===== src/rtl/glos_pkg.sv =====
// Shared types and constants for the grid line-of-sight check.
package glos_pkg;

    // Field widths fixed by the request format
    localparam int COORD_W = 6;
    // Error term range is about +/-126 for 6-bit coordinates
    localparam int ERR_W   = 9;
    // Tile count of a walk: 1 + dx + dy, at most 127
    localparam int LEFT_W  = 7;

    // Request kinds
    localparam logic REQ_WRITE = 1'b0;
    localparam logic REQ_QUERY = 1'b1;

    typedef enum logic [1:0] {
        ST_CLEAR,
        ST_IDLE,
        ST_WALK,
        ST_DRAIN
    } glos_state_t;

    // Controller to datapath
    typedef struct packed {
        logic clear_wr;  // write zero at clear counter, advance it
        logic wall_wr;   // write the requested wall bit
        logic load;      // load walk registers from the request
        logic issue;     // read current tile, step to next
        logic finish;    // register the result and strobe it
    } glos_cmd_t;

    // Datapath to controller
    typedef struct packed {
        logic clr_last;  // clear counter at last entry
        logic walk_last; // current tile is the last of the walk
        logic hit;       // tile read last cycle is a wall
    } glos_status_t;

endpackage


===== src/rtl/glos_ctrl.sv =====
// Controller state machine: clearing pass, request dispatch and walk sequencing.
module glos_ctrl
    import glos_pkg::*;
(
    input  logic         clk,
    input  logic         rst_n,
    input  logic         start,
    input  logic         req_type,
    input  glos_status_t st,
    output glos_cmd_t    cmd,
    output logic         busy
);

    glos_state_t state_reg;
    glos_state_t state_next;

    // State register
    always_ff @(posedge clk or negedge rst_n)
    begin
        if (!rst_n)
        begin
            state_reg <= ST_CLEAR;
        end
        else
        begin
            state_reg <= state_next;
        end
    end

    // Next state and commands
    always_comb
    begin
        state_next = state_reg;
        cmd        = '0;
        busy       = 1'b1;
        case (state_reg)
            ST_CLEAR:
            begin
                cmd.clear_wr = 1'b1;
                if (st.clr_last)
                begin
                    state_next = ST_IDLE;
                end
            end
            ST_IDLE:
            begin
                busy = 1'b0;
                if (start)
                begin
                    if (req_type == REQ_WRITE)
                    begin
                        cmd.wall_wr = 1'b1;
                    end
                    else
                    begin
                        cmd.load   = 1'b1;
                        state_next = ST_WALK;
                    end
                end
            end
            ST_WALK:
            begin
                // stop at the first wall found
                if (st.hit)
                begin
                    cmd.finish = 1'b1;
                    state_next = ST_IDLE;
                end
                else
                begin
                    cmd.issue = 1'b1;
                    if (st.walk_last)
                    begin
                        state_next = ST_DRAIN;
                    end
                end
            end
            ST_DRAIN:
            begin
                // last tile's read data is back
                cmd.finish = 1'b1;
                state_next = ST_IDLE;
            end
            default:
            begin
                state_next = ST_IDLE;
            end
        endcase
    end

    // An accepted query always holds the block busy next cycle
    a_query_busy: assert property (@(posedge clk) disable iff (!rst_n)
        (start && !busy && req_type == REQ_QUERY) |=> busy)
        else $error("query accepted but block not busy");

    // Results are only produced from the walk or the drain step
    a_finish_src: assert property (@(posedge clk) disable iff (!rst_n)
        cmd.finish |-> (state_reg == ST_WALK || state_reg == ST_DRAIN))
        else $error("finish outside of a walk");

endmodule


===== config.mk =====
export PLATFORM = sky130hd
export DESIGN_NAME = glos_ctrl
export DESIGN_NICKNAME = d
export VERILOG_FILES = /design/src/rtl/glos_pkg.sv /design/src/rtl/glos_ctrl.sv
export SDC_FILE = /design/constraint.sdc
export NUM_CORES = 1
export LEC_CHECK = 0
export ABC_AREA = 0
export BUFFER_PORTS_ARGS = -buffer_cell sky130_fd_sc_hd__buf_2
export CORE_AREA = 2 2 39 41
export CTS_CLUSTER_DIAMETER = 30
export DETAILED_ROUTE_END_ITERATION = 10
export DIE_AREA = 0 0 41 43
export HOLD_SLACK_MARGIN = 0.02
export PLACE_DENSITY = 0.47
export SLEW_MARGIN = 0
export SYNTH_ARGS = -nofsm -noshare
export SYNTH_HDL_FRONTEND = slang
export SYNTH_SLANG_ARGS = --single-unit

===== constraint.sdc =====
create_clock -name clk -period 1.7 [get_ports clk]
set_input_delay 0.34 -clock clk [delete_from_list [all_inputs] [get_ports clk]]
set_output_delay 0.34 -clock clk [all_outputs]
set_load 0.005 [all_outputs]

==> flow_summary.json <==
{
  "rsz0062_at_grt": "false",
  "viasPerCell": 3.86,
  "portBuffers": 12,
  "cts_made_buffers": 3,
  "powerDensity_nw_per_um2": 1330,
  "synth_top_area_share_pct": 31.3,
  "vdd_drop_max_v": 0.000480,
  "worst_slew_pin_slew_ns": 0.267,
  "drc": 0,
  "drt_iter0_drc": 4,
  "relSlewSlack_pct": 82.2,
  "drive_gt1_share_pct": 53.7,
  "seq_area_frac_synth_pct": 20.8,
  "tns_ns": 0,
  "die_h_um": 43,
  "track_usage_pct": 7.14,
  "post-cts-setup-buffers": 0,
  "netlist_area_um2": 240,
  "vias": 220,
  "fmax_mhz": 616,
  "dpl.hpwl_um": 412,
  "drtPass1Iterations": 3,
  "r2r_start": "state_reg[0]",
  "ys_ff_latch": 2,
  "total_power_mw": 0.472,
  "synth_cell_type_count": 13,
  "h-tree-depth": 1,
  "cts.sinks": 2,
  "period_minus_slack_ns": 1.62,
  "clockBufferDepth": 2,
  "initial_core_util_pct": 17.4,
  "finalCritPeriodShare_pct": 95.4,
  "tritoncts": "yes",
  "final-hold-violation-count": 0,
  "worstSetupStartpoint": "state_reg[0]",
  "setup_violations": 0,
  "antenna_found_initial": 0,
  "dp.cells": 53,
  "cp-end-kind": "output port",
  "power_leakage_nw": 0.194,
  "min_path_type": "input pin to async pin",
  "ant_nets": 0,
  "crit_arrival_ns": 1.28,
  "die_w_um": 41,
  "die_area_um2": 1760,
  "areaGrowthSynthToFinish_pct": 47.9,
  "grt_pass1_wl_um": 793,
  "yosysWarnings": 0,
  "regToRegEndpoint": "state_reg[1]",
  "wire_per_inst_um": 9.02,
  "worstSkewPairLatency_ns": 0.22,
  "crit_path_end": "cmd[0]",
  "core_um2": 1380,
  "grt_max_degree": 5,
  "design_area_um2": 355,
  "synth_nets": 38,
  "clk_pin_slew_worst_paths_ns": 0.03,
  "rows": 14,
  "grt_pass1_vias": 222,
  "synth_top_cell_by_area": "ha_1",
  "slew_viol_final": 0,
  "synth.area.top_cells": "ha_1 31%, dfrtp_1 21%, a31o_2 7.3%",
  "synth.avg_cell_area_um2": 9.61,
  "worstPathMaxFanout": 4,
  "critPathRequiredTime_ns": 1.36,
  "drt-total-wl_um": 514,
  "diodes": 0,
  "fin_cells": 57,
  "max_cap_viol_count": 0,
  "fin_skew_ns": 0.000548,
  "postPlaceCellArea_um2": 320,
  "holdWs_ns": 0.433,
  "startpoint_type": "register",
  "cts-root-buf": "clkbuf_4",
  "grt-ovfl-total": 0,
  "critPathKind": "register to output port",
  "status": "finished clean",
  "nets": 56,
  "r2r_cells": 5,
  "r2r_slack_ns": 0.24,
  "largest_register_ffs": 2,
  "syn_inst": 25,
  "pin_count": 13,
  "routabilityCongestion": 0.690
}
-- final cells by class --
class                   count  area (µm²)
clock buffers               3        22.5
fillers                   154        1030
inverters                   4        15.0
multi-input cells          19         178
flip-flops and latches      2        50.0
well taps                  16        20.0
repair buffers             13        70.1
-- stage by stage --
step	setup slack (ns)	utilization [%]
after floorplan	0.341	-
after global placement	0.254	23.1
after detailed placement	0.250	23.1
after CTS	0.0442	25.5
after global routing	0.00583	25.7
final	0.0776	25.7
-- routing by layer --
layer	up-vias	track usage, %	wire length, µm
met5	-	0	0
met4	0	8.00	0
met3	0	1.57	16
met2	4	9.06	279
met1	95	8.71	218
li1	121	-	-
-- layout by cell type, fill, tap and decap left out --
| cell | instances |
|---|---|
| dlygate4sd3_1 | 1 |
| nor3b_2 | 1 |
| inv_1 | 3 |
| ha_2 | 1 |
| buf_2 | 12 |
| mux2i_1 | 1 |
| nand2_1 | 2 |
| nor2b_1 | 1 |
| o2bb2ai_1 | 1 |
| and4_2 | 1 |
| a21oi_1 | 1 |
| dfrtp_1 | 2 |
| a31o_2 | 2 |
| a221oi_2 | 1 |
| ha_1 | 5 |
| inv_2 | 1 |
| nor2_1 | 2 |
| clkbuf_4 | 3 |
-- synth_stat cells, drive strengths merged --
| library cell | instances |
|---|---|
| ha | 6 |
| inv | 4 |
| a31o | 2 |
| dfrtp | 2 |
| nand2 | 2 |
| nor2 | 2 |
| a21oi | 1 |
| a221oi | 1 |
| and4 | 1 |
| mux2i | 1 |
| nor2b | 1 |
| nor3b | 1 |
| o2bb2ai | 1 |
-- cell families after synthesis --
logic type | count (synthesis) | synth area share (%)
AND/OR/NAND/NOR | 7 | 18.2
adder cells (fa/ha/maj) | 6 | 31.2
AO/OA/AOI/OAI | 5 | 19.3
buffers and inverters | 4 | 6.25
flip-flops | 2 | 20.8
multiplexers | 1 | 4.17
-- how the worst min path moves through the flow --
stage           from      endpoint  slack [ns]  depth (start not counted)
2_1_floorplan  rst_n  state_reg[0]        0.04                          0
3_3_place_gp   rst_n  state_reg[1]        0.13                          1
3_5_place_dp   rst_n  state_reg[0]        0.13                          1
4_1_cts        rst_n  state_reg[0]        0.42                          2
5_1_grt        rst_n  state_reg[0]        0.42                          2
6_report       rst_n  state_reg[0]        0.43                          2
-- critical path, stage by stage (launching register included) --
cell     delay (ns)
dfrtp_1        0.39
inv_1          0.11
ha_1           0.21
a31o_2         0.23
buf_2          0.12
-- report_power, final --
group          switching [mW]  internal (mW)  leakage [nW]
sequential             0.0244         0.0690        0.0251
clock                  0.0266         0.0779        0.0138
combinational           0.139          0.135         0.155
-- repair_timing --
| action | CTS | global route |
|---|---|---|
| gates resized for setup | 0 | 2 |
| hold buffers | 1 | 0 |
| endpoints found under the hold margin | 2 | 0 |
| endpoints found under the setup margin | 0 | 2 |
Note: power is estimated with default switching activity, not from simulation.
